===== src/hdl/wgsr_pkg.sv =====
package wgsr_pkg;

    // Default sizes, handed to the top level parameters
    localparam int LINE_DEPTH_DEF  = 4096;
    localparam int SAMPLE_BITS_DEF = 24;

    // Register field widths
    localparam int DELAY_BITS     = 12;
    localparam int COEF_BITS      = 18;
    localparam int ALPHA_BITS     = 16;
    localparam int FGAIN_BITS     = 16;
    localparam int DECAY_BITS     = 32;
    localparam int CFG_DATA_BITS  = 32;
    localparam int CFG_INDEX_BITS = 3;

    // Register reset values
    localparam logic [DELAY_BITS-1:0] DELAY_RESET = 12'd109;
    localparam logic [FGAIN_BITS-1:0] FGAIN_RESET = 16'd65470;
    localparam logic [DECAY_BITS-1:0] DECAY_RESET = 32'hFFFF_FFFF;

    // Shortest loop delay that runs the string
    localparam logic [DELAY_BITS-1:0] MIN_DELAY = 12'd2;

    // Unity pole complement of the loop lowpass, Q1.16
    localparam logic [ALPHA_BITS:0] ALPHA_ONE = 17'd65536;

    typedef enum logic [CFG_INDEX_BITS-1:0] {
        REG_DELAY_LENGTH  = 3'd0,
        REG_THIRAN_COEF   = 3'd1,
        REG_LOOP_ALPHA    = 3'd2,
        REG_FEEDBACK_GAIN = 3'd3,
        REG_DAMPER_ACTIVE = 3'd4,
        REG_DAMPER_DECAY  = 3'd5
    } cfg_reg_t;

    typedef enum logic [3:0] {
        ST_IDLE,
        ST_SHORT,
        ST_LOAD,
        ST_AP_MUL,
        ST_AP,
        ST_LPA_MUL,
        ST_LPB_MUL,
        ST_LP,
        ST_FG_MUL,
        ST_FG,
        ST_FB_MUL,
        ST_FB,
        ST_WRITE
    } wgsr_state_t;

    typedef enum logic [2:0] {
        MUL_NONE,
        MUL_AP,
        MUL_DMP,
        MUL_LPA,
        MUL_LPB,
        MUL_FG,
        MUL_FB
    } mul_op_t;

    typedef struct packed {
        logic    start;
        logic    load_delayed;
        logic    load_mid;
        mul_op_t mul_op;
        logic    upd_ap;
        logic    upd_gain;
        logic    upd_acc;
        logic    upd_lp;
        logic    upd_fb16;
        logic    upd_fb;
        logic    commit;
        logic    skip;
    } dp_cmd_t;

    typedef struct packed {
        logic short_delay;
    } dp_status_t;

endpackage


===== src/hdl/wgsr_ctrl.sv =====
module wgsr_ctrl
    import wgsr_pkg::*;
(
    input  logic       clk,
    input  logic       rst_n,
    input  logic       in_valid,
    output logic       in_ready,
    output logic       out_valid,
    input  logic       out_ready,
    input  dp_status_t status,
    output dp_cmd_t    cmd
);

    wgsr_state_t state_reg;
    wgsr_state_t state_next;
    logic        out_valid_reg;
    logic        out_valid_next;
    logic        out_free;

    assign out_valid = out_valid_reg;
    assign out_free  = !out_valid_reg || out_ready;

    // Hold state and result flag
    always_ff @(posedge clk or negedge rst_n)
    begin
        if (!rst_n)
        begin
            state_reg     <= ST_IDLE;
            out_valid_reg <= 1'b0;
        end
        else
        begin
            state_reg     <= state_next;
            out_valid_reg <= out_valid_next;
        end
    end

    // Sequence one sample through the shared multiplier
    always_comb
    begin
        state_next = state_reg;
        cmd        = '0;
        cmd.mul_op = MUL_NONE;
        in_ready   = 1'b0;
        case (state_reg)
            ST_IDLE:
            begin
                in_ready = 1'b1;
                if (in_valid)
                begin
                    cmd.start  = 1'b1;
                    state_next = status.short_delay ? ST_SHORT : ST_LOAD;
                end
            end
            ST_SHORT:
            begin
                if (out_free)
                begin
                    cmd.skip   = 1'b1;
                    state_next = ST_IDLE;
                end
            end
            ST_LOAD:
            begin
                cmd.load_delayed = 1'b1;
                state_next       = ST_AP_MUL;
            end
            ST_AP_MUL:
            begin
                cmd.load_mid = 1'b1;
                cmd.mul_op   = MUL_AP;
                state_next   = ST_AP;
            end
            ST_AP:
            begin
                cmd.upd_ap = 1'b1;
                cmd.mul_op = MUL_DMP;
                state_next = ST_LPA_MUL;
            end
            ST_LPA_MUL:
            begin
                cmd.upd_gain = 1'b1;
                cmd.mul_op   = MUL_LPA;
                state_next   = ST_LPB_MUL;
            end
            ST_LPB_MUL:
            begin
                cmd.upd_acc = 1'b1;
                cmd.mul_op  = MUL_LPB;
                state_next  = ST_LP;
            end
            ST_LP:
            begin
                cmd.upd_lp = 1'b1;
                state_next = ST_FG_MUL;
            end
            ST_FG_MUL:
            begin
                cmd.mul_op = MUL_FG;
                state_next = ST_FG;
            end
            ST_FG:
            begin
                cmd.upd_fb16 = 1'b1;
                state_next   = ST_FB_MUL;
            end
            ST_FB_MUL:
            begin
                cmd.mul_op = MUL_FB;
                state_next = ST_FB;
            end
            ST_FB:
            begin
                cmd.upd_fb = 1'b1;
                state_next = ST_WRITE;
            end
            ST_WRITE:
            begin
                if (out_free)
                begin
                    cmd.commit = 1'b1;
                    state_next = ST_IDLE;
                end
            end
            default:
            begin
                state_next = ST_IDLE;
            end
        endcase
    end

    // Raise the result flag on a new result, drop it on transfer
    always_comb
    begin
        if (cmd.commit || cmd.skip)
        begin
            out_valid_next = 1'b1;
        end
        else if (out_ready)
        begin
            out_valid_next = 1'b0;
        end
        else
        begin
            out_valid_next = out_valid_reg;
        end
    end

    a_busy_after_accept: assert property (@(posedge clk) disable iff (!rst_n)
        (in_valid && in_ready) |=> !in_ready)
        else $error("controller took a second sample while busy");

    a_single_event: assert property (@(posedge clk) disable iff (!rst_n)
        $onehot0({cmd.start, cmd.commit, cmd.skip}))
        else $error("start and result events overlap");

    a_result_shown: assert property (@(posedge clk) disable iff (!rst_n)
        (cmd.commit || cmd.skip) |=> out_valid_reg)
        else $error("result not presented after completion");

endmodule


===== config.mk =====
export PLATFORM = sky130hd
export DESIGN_NAME = wgsr_ctrl
export DESIGN_NICKNAME = d
export VERILOG_FILES = /design/src/hdl/wgsr_pkg.sv /design/src/hdl/wgsr_ctrl.sv
export SDC_FILE = /design/constraint.sdc
export NUM_CORES = 1
export LEC_CHECK = 0
export BUFFER_PORTS_ARGS = -buffer_cell sky130_fd_sc_hd__buf_2
export CORE_AREA = 3 3 40 42
export DETAILED_ROUTE_END_ITERATION = 10
export DIE_AREA = 0 0 43 45
export SETUP_SLACK_MARGIN = 0.5
export SLEW_MARGIN = 20
export SYNTH_ARGS = -nofsm -noshare
export SYNTH_HDL_FRONTEND = slang
export SYNTH_SLANG_ARGS = --single-unit

===== constraint.sdc =====
create_clock -name clk -period 2.1 [get_ports clk]
set_input_delay 0.63 -clock clk [delete_from_list [all_inputs] [get_ports clk]]
set_output_delay 0.63 -clock clk [all_outputs]
set_load 0.005 [all_outputs]

==> impl_metrics.json <==
{
  "outcome": "complete, no violations",
  "startpoint_type": "register",
  "grt_pass1_vias": 476,
  "io_buffers": 20,
  "synth_area_um2": 445,
  "cts_made_buffers": 3,
  "end_kind": "output port",
  "fin_ws_ns": 0.181,
  "cp_max_fo": 8,
  "min_period_ns": 1.92,
  "crit_required_ns": 1.47,
  "slew_viol_final": 0,
  "clkLatencyLatePin_ns": 0.24,
  "place_area_um2": 543,
  "track_usage": 0.145,
  "io_pins": 21,
  "yosysSeqAreaShare": 0.281,
  "cts-root-buf": "clkbuf_4",
  "clk_pin_slew_worst_paths_ns": 0.04,
  "vias": 502,
  "p_leak_nw": 0.332,
  "antenna_found_initial": 0,
  "fmax_mhz": 521,
  "clock_path_buffers": 2,
  "hold_viol": 0,
  "fin_area_um2": 676,
  "synth_seq_cells": 5,
  "synth_nets": 60,
  "synth_cell_type_count": 28,
  "rr_startpoint": "state_reg[1]",
  "gp_congestion": 0.754,
  "hpwlAfterDp_um": 824,
  "drv_cap": 0,
  "path_cells": "or2_4 > nor2_4 > and2_4 > buf_6",
  "grt_first_pass_wirelength_um": 2050,
  "cp_data_arrival_time_ns": 1.29,
  "slew_headroom": 0.779,
  "tns_ns": 0,
  "critPathMaxStageDelay_ns": 0.45,
  "wirelength_um": 1260,
  "setup_viol": 0,
  "fin_skew_ns": 0.00365,
  "synth_edf_count": 0,
  "dp_slack_ns": 0.259,
  "synthDominantCellAreaShare": 0.281,
  "vdd_drop_max_v": 0.000801,
  "nets": 91,
  "num_rows": 13,
  "synth_warnings": 0,
  "cts_sinks": 5,
  "n_antenna_cell": 0,
  "ant_nets": 0,
  "dp.cells": 87,
  "grt_overflow_total": 0,
  "async_reset_ff_frac": 1.00,
  "synthTopCellsByCount": "nor2_1, dfrtp_1, nand2b_1",
  "drc_errors": 0,
  "postCtsHoldBufs": 0,
  "core_area_um2": 1280,
  "drive_gt1_frac": 0.576,
  "criticalPathCategory": "register to output port",
  "cp-startpoint": "state_reg[2]",
  "largest_reg_flops": 4,
  "power_density_nw_per_um2": 1600,
  "worst_slew_pin_slew_ns": 0.331,
  "rsz0062_at_grt": "true",
  "synth_top_cells_by_area": "dfrtp_1, nor2_1, buf_6, nand2b_1, o22ai_1",
  "finalPower_mw": 1.08,
  "tritoncts": "built",
  "synth.avg_cell_area_um2": 8.10,
  "area_delta_synth_final_pct": 51.7,
  "netlist_instances": 55,
  "dieWidth_um": 43,
  "die_area_um2": 1940,
  "n_fill_cell": 132,
  "hold_path.class": "input pin to async pin",
  "drtIter0Drc": 6,
  "cts.htree.levels": 1,
  "wire_per_inst_um": 12.6,
  "drt_pass1_iterations": 4,
  "synth_ff_type": "dfrtp_1",
  "finalNonFillerCells": 100,
  "final_util": 0.526,
  "viasPerCell": 5.02,
  "initial_core_util": 0.347,
  "synth.most_common_cell": "nor2_1",
  "fin_crit_sh": 0.914,
  "yosysTopAreaCell": "dfrtp_1",
  "hold_ws_ns": 0.189,
  "slowest_stage": "dfrtp_2",
  "chipHeight_um": 45,
  "grt_max_degree": 10
}
==> per-layer routing <==
layer  global-route usage  part of all wire  vias up  wire length [um]
li1                     -                 -      257                 -
met1                0.163              0.43      229               548
met2                0.254              0.50       16               638
met3               0.0598             0.061        0                77
met4               0.0361                 0        0                 0
met5                    0                 0        -                 0
==> layout make-up <==
class,instances,area (um^2),share of cell area
clock buffers,4,26.3,0.0389
inverters,1,3.75,0.00556
multi-input cells,44,308,0.456
flip-flops and latches,5,130,0.193
well taps,15,18.8,0.0278
repair buffers,31,189,0.280
==> worst max-delay path: cells and delay by family, from the launching register on <==
kind	cells	cell delay (ns)
simple gates	3	0.52
flops	1	0.45
buf+inv	1	0.08
==> logic make-up after synthesis <==
family,Yosys count,synth area share
AO/OA/AOI/OAI,15,0.225
buffers and inverters,6,0.112
XOR/XNOR,1,0.0197
AND/OR/NAND/NOR,28,0.362
flip-flops,5,0.281
==> path summary, 6_finish.rpt <==
path	cells past startpoint	slack, ns	to
max reg2reg	5	0.67	state_reg[0]
min	1	0.19	state_reg[3]
min in group clk	1	0.62	state_reg[2]
max in group asynchronous	1	1.77	state_reg[0]
min reg2reg	1	0.62	state_reg[2]
max	4	0.18	cmd[13]
==> repair_timing <==
action	CTS	global route
resized for setup	10	2
pin swaps	7	2
setup buffers	8	1
endpoints found under the setup margin	15	15
==> where the power goes <==
group / switching, mW / leakage, nW / internal (mW)
clock: 0.0384 / 0.0150 / 0.0718
combinational: 0.361 / 0.260 / 0.394
sequential: 0.0639 / 0.0574 / 0.149
==> layout by cell type (no fill, tap or decap), types with 2 or more instances in the layout <==
| cell type | Yosys | layout |
|---|---|---|
| o22ai_1 | 3 | 3 |
| nor2_1 | 10 | 8 |
| buf_2 | 1 | 19 |
| dfrtp_2 | 0 | 4 |
| a21oi_1 | 2 | 2 |
| a21o_1 | 2 | 2 |
| or2_4 | 1 | 2 |
| buf_4 | 1 | 11 |
| nand2b_1 | 4 | 3 |
| clkbuf_4 | 0 | 3 |
| nand2_1 | 3 | 2 |
| o21ai_1 | 3 | 3 |
| nor3_2 | 0 | 2 |
No activity file was read; power rests on OpenSTA's default activity.
