==> src/hdl/wgsr_pkg.sv <==
package wgsr_pkg;

    // Default sizes, handed to the top level parameters
    localparam int LINE_DEPTH_DEF  = 4096;
    localparam int SAMPLE_BITS_DEF = 24;

    // Register field widths
    localparam int DELAY_BITS     = 12;
    localparam int COEF_BITS      = 18;
    localparam int ALPHA_BITS     = 16;
    localparam int FGAIN_BITS     = 16;
    localparam int DECAY_BITS     = 32;
    localparam int CFG_DATA_BITS  = 32;
    localparam int CFG_INDEX_BITS = 3;

    // Register reset values
    localparam logic [DELAY_BITS-1:0] DELAY_RESET = 12'd109;
    localparam logic [FGAIN_BITS-1:0] FGAIN_RESET = 16'd65470;
    localparam logic [DECAY_BITS-1:0] DECAY_RESET = 32'hFFFF_FFFF;

    // Shortest loop delay that runs the string
    localparam logic [DELAY_BITS-1:0] MIN_DELAY = 12'd2;

    // Unity pole complement of the loop lowpass, Q1.16
    localparam logic [ALPHA_BITS:0] ALPHA_ONE = 17'd65536;

    typedef enum logic [CFG_INDEX_BITS-1:0] {
        REG_DELAY_LENGTH  = 3'd0,
        REG_THIRAN_COEF   = 3'd1,
        REG_LOOP_ALPHA    = 3'd2,
        REG_FEEDBACK_GAIN = 3'd3,
        REG_DAMPER_ACTIVE = 3'd4,
        REG_DAMPER_DECAY  = 3'd5
    } cfg_reg_t;

    typedef enum logic [3:0] {
        ST_IDLE,
        ST_SHORT,
        ST_LOAD,
        ST_AP_MUL,
        ST_AP,
        ST_LPA_MUL,
        ST_LPB_MUL,
        ST_LP,
        ST_FG_MUL,
        ST_FG,
        ST_FB_MUL,
        ST_FB,
        ST_WRITE
    } wgsr_state_t;

    typedef enum logic [2:0] {
        MUL_NONE,
        MUL_AP,
        MUL_DMP,
        MUL_LPA,
        MUL_LPB,
        MUL_FG,
        MUL_FB
    } mul_op_t;

    typedef struct packed {
        logic    start;
        logic    load_delayed;
        logic    load_mid;
        mul_op_t mul_op;
        logic    upd_ap;
        logic    upd_gain;
        logic    upd_acc;
        logic    upd_lp;
        logic    upd_fb16;
        logic    upd_fb;
        logic    commit;
        logic    skip;
    } dp_cmd_t;

    typedef struct packed {
        logic short_delay;
    } dp_status_t;

endpackage

==> src/hdl/wgsr_dpath.sv <==
module wgsr_dpath
    import wgsr_pkg::*;
#(
    parameter int LINE_DEPTH  = LINE_DEPTH_DEF,
    parameter int SAMPLE_BITS = SAMPLE_BITS_DEF
) (
    input  logic                              clk,
    input  logic                              rst_n,
    input  logic                              cfg_wr_en,
    input  logic [CFG_INDEX_BITS-1:0]         cfg_index,
    input  logic [CFG_DATA_BITS-1:0]          cfg_data,
    input  logic signed [SAMPLE_BITS-1:0]     excitation,
    input  logic                              block_last,
    output logic signed [SAMPLE_BITS-1:0]     bridge_out,
    output logic signed [SAMPLE_BITS-1:0]     mid_out,
    output logic                              block_last_out,
    input  dp_cmd_t                           cmd,
    output dp_status_t                        status,
    output logic                              ram_we,
    output logic [$clog2(LINE_DEPTH)-1:0]     ram_waddr,
    output logic [SAMPLE_BITS-1:0]            ram_wdata,
    output logic [$clog2(LINE_DEPTH)-1:0]     ram_raddr,
    input  logic [SAMPLE_BITS-1:0]            ram_rdata
);

    localparam int SB = SAMPLE_BITS;
    localparam int AW = $clog2(LINE_DEPTH);
    localparam int MW = (SB + 1 > 33) ? SB + 1 : 33;
    localparam int MB = 33;
    localparam int PW = MW + MB;

    localparam logic [31:0]          MAX_DELAY = 32'(LINE_DEPTH - 1);
    localparam logic [AW-1:0]        LAST_POS  = AW'(LINE_DEPTH - 1);
    localparam logic signed [PW-1:0] HALF16    = PW'(64'sd32768);
    localparam logic signed [PW-1:0] HALF32    = PW'(64'sd2147483648);
    localparam logic signed [PW:0]   SMAX      = (PW+1)'((64'sd1 <<< (SB - 1)) - 64'sd1);
    localparam logic signed [PW:0]   SMIN      = -SMAX - (PW+1)'(64'sd1);

    function automatic logic signed [SB-1:0] sat_s(input logic signed [PW:0] v);
        logic signed [SB-1:0] r;
        begin
            if (v > SMAX)
            begin
                r = SB'(SMAX);
            end
            else if (v < SMIN)
            begin
                r = SB'(SMIN);
            end
            else
            begin
                r = SB'(v);
            end
            return r;
        end
    endfunction

    function automatic logic [AW-1:0] back_ptr(input logic [AW-1:0] p, input logic [AW-1:0] d);
        logic [AW:0] w;
        begin
            w = {1'b0, p} + (AW+1)'(LINE_DEPTH) - {1'b0, d};
            if (p >= d)
            begin
                w = {1'b0, p - d};
            end
            return w[AW-1:0];
        end
    endfunction

    // Configuration registers
    logic [DELAY_BITS-1:0]        dl_reg;
    logic signed [COEF_BITS-1:0]  coef_reg;
    logic [ALPHA_BITS-1:0]        alpha_reg;
    logic [FGAIN_BITS-1:0]        fg_reg;
    logic                         dmp_act_reg;
    logic [DECAY_BITS-1:0]        decay_reg;

    // Loop state
    logic                         gain_hi_reg;
    logic [31:0]                  gain_lo_reg;
    logic [AW-1:0]                wp_reg;
    logic                         wrapped_reg;
    logic signed [SB-1:0]         prev_in_reg;
    logic signed [SB-1:0]         prev_out_reg;
    logic signed [SB-1:0]         lp_state_reg;

    // Per-sample working registers
    logic signed [SB-1:0]         exc_reg;
    logic                         last_reg;
    logic                         rd_ok_reg;
    logic signed [SB-1:0]         delayed_reg;
    logic signed [SB-1:0]         mid_reg;
    logic signed [PW-1:0]         prod_reg;
    logic signed [PW-1:0]         acc_reg;
    logic signed [SB:0]           fb16_reg;
    logic signed [SB-1:0]         fb_reg;
    logic signed [SB-1:0]         bridge_reg;
    logic signed [SB-1:0]         mid_out_reg;
    logic                         last_out_reg;

    logic [AW-1:0]                dl_eff;
    logic [AW-1:0]                rp;
    logic [AW-1:0]                mp;
    logic [AW-1:0]                raddr;
    logic                         rd_ok_next;
    logic signed [SB-1:0]         rd_sample;
    logic signed [MW-1:0]         mul_a;
    logic signed [MB-1:0]         mul_b;
    logic signed [PW-1:0]         prod_next;
    logic signed [PW-1:0]         ap_round;
    logic signed [SB-1:0]         ap_next;
    logic signed [PW:0]           lp_wide;
    logic signed [SB-1:0]         lp_next;
    logic signed [PW-1:0]         g_sum;
    logic [31:0]                  gain_next;
    logic signed [PW-1:0]         fg_sum;
    logic signed [PW-1:0]         fb_round;
    logic signed [SB-1:0]         fb_next;
    logic signed [SB:0]           wsum;
    logic signed [SB-1:0]         wsat;
    logic [AW-1:0]                wp_next;

    // Clamp the delay and locate the read taps
    assign dl_eff = (32'(dl_reg) > MAX_DELAY) ? LAST_POS : AW'(dl_reg);
    assign rp     = back_ptr(wp_reg, dl_eff);
    assign mp     = back_ptr(wp_reg, dl_eff >> 1);
    assign raddr  = cmd.start ? rp : mp;

    // An entry is written once the head has passed it
    assign rd_ok_next = wrapped_reg || (raddr < wp_reg);
    assign rd_sample  = rd_ok_reg ? signed'(ram_rdata) : '0;

    assign status.short_delay = dl_reg < MIN_DELAY;

    // Select multiplier operands
    always_comb
    begin
        mul_a = '0;
        mul_b = '0;
        case (cmd.mul_op)
            MUL_AP:
            begin
                mul_a = MW'((SB+1)'(delayed_reg) - (SB+1)'(prev_out_reg));
                mul_b = MB'(coef_reg);
            end
            MUL_DMP:
            begin
                mul_a = MW'({1'b0, gain_lo_reg});
                mul_b = MB'({1'b0, decay_reg});
            end
            MUL_LPA:
            begin
                mul_a = MW'(prev_out_reg);
                mul_b = MB'(ALPHA_ONE - {1'b0, alpha_reg});
            end
            MUL_LPB:
            begin
                mul_a = MW'(lp_state_reg);
                mul_b = MB'(alpha_reg);
            end
            MUL_FG:
            begin
                mul_a = MW'(lp_state_reg);
                mul_b = MB'(fg_reg);
            end
            MUL_FB:
            begin
                mul_a = MW'(fb16_reg);
                mul_b = MB'({1'b0, gain_lo_reg});
            end
            default:
            begin
                mul_a = '0;
                mul_b = '0;
            end
        endcase
    end

    assign prod_next = mul_a * mul_b;

    // Round and saturate the products
    assign ap_round  = (prod_reg + HALF16) >>> 16;
    assign ap_next   = sat_s((PW+1)'(ap_round) + (PW+1)'(prev_in_reg));
    assign lp_wide   = ((PW+1)'(acc_reg) + (PW+1)'(prod_reg) + (PW+1)'(HALF16)) >>> 16;
    assign lp_next   = sat_s(lp_wide);
    assign g_sum     = prod_reg + HALF32;
    assign gain_next = gain_hi_reg ? decay_reg : g_sum[63:32];
    assign fg_sum    = prod_reg + HALF16;
    assign fb_round  = (prod_reg + HALF32) >>> 32;
    assign fb_next   = gain_hi_reg ? sat_s((PW+1)'(fb16_reg)) : sat_s((PW+1)'(fb_round));
    assign wsum      = (SB+1)'(exc_reg) + (SB+1)'(fb_reg);
    assign wsat      = sat_s((PW+1)'(wsum));
    assign wp_next   = (wp_reg == LAST_POS) ? '0 : wp_reg + 1'b1;

    // Configuration, damper and loop state
    always_ff @(posedge clk or negedge rst_n)
    begin
        if (!rst_n)
        begin
            dl_reg       <= DELAY_RESET;
            coef_reg     <= '0;
            alpha_reg    <= '0;
            fg_reg       <= FGAIN_RESET;
            dmp_act_reg  <= 1'b0;
            decay_reg    <= DECAY_RESET;
            gain_hi_reg  <= 1'b1;
            gain_lo_reg  <= '0;
            wp_reg       <= '0;
            wrapped_reg  <= 1'b0;
            prev_in_reg  <= '0;
            prev_out_reg <= '0;
            lp_state_reg <= '0;
        end
        else
        begin
            if (cfg_wr_en)
            begin
                case (cfg_index)
                    REG_DELAY_LENGTH:  dl_reg    <= cfg_data[DELAY_BITS-1:0];
                    REG_THIRAN_COEF:   coef_reg  <= signed'(cfg_data[COEF_BITS-1:0]);
                    REG_LOOP_ALPHA:    alpha_reg <= cfg_data[ALPHA_BITS-1:0];
                    REG_FEEDBACK_GAIN: fg_reg    <= cfg_data[FGAIN_BITS-1:0];
                    REG_DAMPER_ACTIVE:
                    begin
                        dmp_act_reg <= cfg_data[0];
                        if (!cfg_data[0])
                        begin
                            gain_hi_reg <= 1'b1;
                            gain_lo_reg <= '0;
                        end
                    end
                    REG_DAMPER_DECAY:  decay_reg <= cfg_data[DECAY_BITS-1:0];
                    default:
                    begin
                    end
                endcase
            end
            if (cmd.upd_gain && dmp_act_reg)
            begin
                gain_hi_reg <= 1'b0;
                gain_lo_reg <= gain_next;
            end
            if (cmd.upd_ap)
            begin
                prev_in_reg  <= delayed_reg;
                prev_out_reg <= ap_next;
            end
            if (cmd.upd_lp)
            begin
                lp_state_reg <= lp_next;
            end
            if (cmd.commit)
            begin
                wp_reg <= wp_next;
                if (wp_reg == LAST_POS)
                begin
                    wrapped_reg <= 1'b1;
                end
            end
        end
    end

    // Working registers and result payload
    always_ff @(posedge clk)
    begin
        rd_ok_reg <= rd_ok_next;
        if (cmd.start)
        begin
            exc_reg  <= excitation;
            last_reg <= block_last;
        end
        if (cmd.load_delayed)
        begin
            delayed_reg <= rd_sample;
        end
        if (cmd.load_mid)
        begin
            mid_reg <= rd_sample;
        end
        if (cmd.mul_op != MUL_NONE)
        begin
            prod_reg <= prod_next;
        end
        if (cmd.upd_acc)
        begin
            acc_reg <= prod_reg;
        end
        if (cmd.upd_fb16)
        begin
            fb16_reg <= fg_sum[SB+16:16];
        end
        if (cmd.upd_fb)
        begin
            fb_reg <= fb_next;
        end
        if (cmd.commit)
        begin
            bridge_reg   <= fb_reg;
            mid_out_reg  <= mid_reg;
            last_out_reg <= last_reg;
        end
        else if (cmd.skip)
        begin
            bridge_reg   <= '0;
            mid_out_reg  <= '0;
            last_out_reg <= last_reg;
        end
    end

    assign ram_we         = cmd.commit;
    assign ram_waddr      = wp_reg;
    assign ram_wdata      = wsat;
    assign ram_raddr      = raddr;
    assign bridge_out     = bridge_reg;
    assign mid_out        = mid_out_reg;
    assign block_last_out = last_out_reg;

    a_gain_unity_form: assert property (@(posedge clk) disable iff (!rst_n)
        gain_hi_reg |-> (gain_lo_reg == '0))
        else $error("damper gain above one");

endmodule

==> config.mk <==
export PLATFORM = sky130hd
export DESIGN_NAME = wgsr_dpath
export DESIGN_NICKNAME = d
export VERILOG_FILES = /design/src/hdl/wgsr_pkg.sv /design/src/hdl/wgsr_dpath.sv
export SDC_FILE = /design/constraint.sdc
export NUM_CORES = 2
export LEC_CHECK = 0
export BUFFER_PORTS_ARGS = -buffer_cell sky130_fd_sc_hd__buf_2
export CAP_MARGIN = 25
export CORE_ASPECT_RATIO = 0.7
export CORE_UTILIZATION = 56
export DETAILED_ROUTE_END_ITERATION = 8
export PLACE_DENSITY = 0.7
export SLEW_MARGIN = 20
export SYNTH_ARGS = -nofsm -noshare
export SYNTH_HDL_FRONTEND = slang
export SYNTH_SLANG_ARGS = --single-unit
==> constraint.sdc <==
create_clock -name clk -period 17.02 [get_ports clk]
set_input_delay 0.851 -clock clk [delete_from_list [all_inputs] [get_ports clk]]
set_output_delay 0.851 -clock clk [all_outputs]
set_load 0.01 [all_outputs]
==> flow_metrics.py <==
metrics = {
    "setup_path": {
        "r2r_slack_ns": 3.39,
        "crit_path_start_kind": "register",
        "crit_top_cell": "fa_1",
        "r2r_end": "prod_reg[62]$_DFFE_PP_",
        "critPathTopFamily": "compound AO/OA/AOI/OAI gates",
        "cp_max_fo": 12,
        "max_stage_delay_ns": 0.87,
        "critPathArrivalTime_ns": 13.99,
        "required_ns": 17.38,
        "path_depth": 40,
        "setup.worst_path.end": "prod_reg[62]$_DFFE_PP_",
        "crit_path_end_kind": "register",
        "slowest_stage": "a221o_1",
        "r2r_cells": 40,
        "critPathLaunch": "prev_out_reg[1]$_DFFE_PN0P_",
        "path_buf_inv": 4,
        "reg2reg_from": "prev_out_reg[1]$_DFFE_PN0P_",
        "critPathKind": "reg2reg",
    },
    "flow_run": {
        "drv_cap": 0,
    },
    "clock_network": {
        "htree_levels": 2,
        "insertion_delay_ns": 0.66,
        "ctsHoldBuffers": 0,
        "clkSinkCount": 517,
        "cts_tree": "built",
        "clockBufferDepth": 3,
        "path_clk_slew_ns": 0.07,
        "post_cts_buffers": 0,
        "cts_resized": 0,
        "cts-root-buf": "clkbuf_16",
        "numCtsBuffers": 47,
    },
    "yosys": {
        "synth_ff_type": "edfxtp_1",
        "synthArstFlopShare_pct": 41.20,
        "ys_ff_latch": 517,
        "syn_area_per_cell_um2": 9.462,
        "ys_seq_area_share_pct": 20.62,
        "synth.distinct_cells": 84,
        "synth_area_um2": 70400,
        "synth_fp_nets": 9161,
        "synth_enable_flop_cells": 303,
        "yosysWarnings": 0,
        "synth_cells": 7440,
    },
    "sta": {
        "finClkSkew_ns": 0.05991,
        "min_period_ns": 13.63,
        "rsz0062_at_grt": "no",
        "tightest_slew_ns": 1.179,
        "setup_tns_ns": 0,
        "relSlewSlack_pct": 20.84,
        "fin_crit_sh_pct": 80.08,
        "hold_violations": 0,
        "slew_viol_final": 0,
        "setup_viol": 0,
        "max_freq_ghz": 0.07337,
    },
    "route": {
        "wirelength_um": 231500,
        "vias_per_cell": 6.097,
        "vias": 55970,
        "dr.pass1.iters": 6,
        "wl_per_cell_um": 25.22,
        "drtIter0Drc": 6653,
        "ant_nets": 0,
        "drc": 0,
    },
    "final_layout": {
        "nNetsFinal": 9200,
        "drive_above_1_share_pct": 9.058,
        "area_delta_synth_final_pct": 6.741,
    },
    "floorplan": {
        "rows": 108,
        "core_um2": 124300,
        "die_area_um2": 127200,
        "start_util_pct": 56.63,
        "fp.dieH_um": 298.6,
        "fp.dieW_um": 425.8,
        "pin_count": 200,
    },
    "grt": {
        "grt_start_max_net_pins": 103,
        "grt_use_total_pct": 36.93,
        "grt.overflow.total": 0,
        "grt_pass1_wl_um": 350300,
        "grt_antenna_before_repair": 19,
        "grt_pass1_vias": 55860,
    },
    "placement": {
        "portBuffers": 199,
        "globalplace.congestion": 1.025,
        "post-dp-hpwl_um": 182100,
    },
    "run_status": {
        "status": "finished clean",
    },
    "worst_hold_path": {
        "hold_path_class": "in2async",
    },
}
==> through the flow <==
stage	area, um^2	utilization, %	cells	setup WS [ns]	hold WS (ns)
detailed placement	73490	59.11	9078	3.792	0.4066
global placement	73460	59.09	9076	3.929	0.4068
global route	75120	60.42	9169	2.960	0.3242
CTS	75080	60.39	9166	3.703	0.2943
finish	75140	60.44	9179	3.390	0.2673
floorplan	70400	-	7440	5.717	0.4003
==> cells in the final DEF (no fill, tap or decap), types with 39 or more instances in the layout <==
| cell type | Yosys | layout |
|---|---|---|
| dfrtp_1 | 161 | 160 |
| mux2_2 | 127 | 127 |
| buf_2 | 0 | 198 |
| o22ai_1 | 50 | 48 |
| fa_1 | 1149 | 1149 |
| mux2i_1 | 39 | 39 |
| nor3_1 | 53 | 51 |
| xor2_1 | 112 | 112 |
| dfstp_2 | 52 | 52 |
| and2_1 | 212 | 212 |
| a21o_1 | 121 | 121 |
| edfxtp_1 | 303 | 303 |
| clkbuf_16 | 0 | 49 |
| nor2_1 | 646 | 644 |
| and3_1 | 47 | 47 |
| a21oi_1 | 286 | 273 |
| nand2_1 | 906 | 904 |
| o21ai_0 | 168 | 168 |
| ha_1 | 471 | 471 |
| xnor2_1 | 196 | 194 |
| nand3_1 | 83 | 83 |
| buf_4 | 1 | 131 |
| inv_1 | 1308 | 1308 |
| nand4_1 | 53 | 53 |
==> worst min path at each step <==
stage	end	slack, ns	cells after the start
6_report	coef_reg[2]$_DFFE_PN0P_	0.27	1
5_1_grt	coef_reg[7]$_DFFE_PN0P_	0.32	1
4_1_cts	coef_reg[11]$_DFFE_PN0P_	0.29	1
3_5_place_dp	block_last_out$_DFFE_PP_	0.41	0
3_3_place_gp	block_last_out$_DFFE_PP_	0.41	0
2_1_floorplan	block_last_out$_DFFE_PP_	0.40	0
==> cell type report <==
cell class | instances | area, um^2
clock inverter | 28 | 297.8
fill | 10630 | 49170
inverter | 1308 | 4910
antenna | 11 | 27.53
timing repair buffer | 332 | 2021
sequential | 517 | 14520
tap | 1650 | 2064
clock buffer | 60 | 1292
multi-input combinational | 5273 | 50020
==> kinds of logic (layout without fill, tap and decap cells) <==
group	after synthesis	in the layout	synth area share, %
simple gates	2171	2171	13.66
buf+inv	1650	1728	8.814
fa+ha+maj	1621	1621	41.06
compound gates	1007	1007	9.430
flops	517	517	20.62
xor+xnor	308	308	3.832
mux	166	166	2.586
other cells	0	11	0
==> worst reg2reg max path, delay by kind of cell (launching register included) <==
kind | cells | cell delay, ns
compound gates | 21 | 7.31
simple gates | 3 | 0.40
buf+inv | 4 | 0.22
flops | 1 | 0.43
fa+ha+maj | 10 | 4.67
xor+xnor | 2 | 0.35
==> cell usage after synthesis, drive strengths merged (16+ instances only) <==
library cell / number / area, um^2
o21ai: 175 / 875.8
and2: 212 / 1326
nand3: 83 / 415.4
nor2: 646 / 2425
xnor2: 196 / 1717
mux2i: 39 / 390.4
o22ai: 50 / 312.8
nand2: 906 / 3401
a211oi: 30 / 230.2
fa: 1149 / 23000
mux2: 127 / 1430
nand2b: 39 / 244.0
and3: 47 / 294.0
a31oi: 27 / 168.9
dfrtp: 161 / 4029
a21o: 121 / 908.4
clkbuf: 329 / 1235
edfxtp: 303 / 9099
xor2: 112 / 980.9
nor3: 53 / 265.3
a221oi: 30 / 262.8
a2bb2oi: 23 / 201.4
o31ai: 16 / 120.1
nor2b: 35 / 226.5
o211ai: 25 / 187.7
nor4: 24 / 150.1
a21oi: 287 / 1440
or3: 22 / 137.6
dfstp: 52 / 1366
o21bai: 30 / 225.2
ha: 471 / 5893
nand4: 53 / 331.6
o21a: 35 / 262.8
inv: 1308 / 4910
a221o: 38 / 380.4
==> metal layers <==
layer | GRT usage (%) | part of all wire [%] | up-vias
met1 | 53.97 | 41 | 28280
li1 | - | - | 23800
met4 | 11.65 | 3.9 | 22
met3 | 13.39 | 14 | 575
met5 | 0 | 0.069 | -
met2 | 50.96 | 41 | 3293
Power is left out: the tool's default activity adds up to more than one toggle a clock period on the data nets, which glitch-free logic cannot reach.
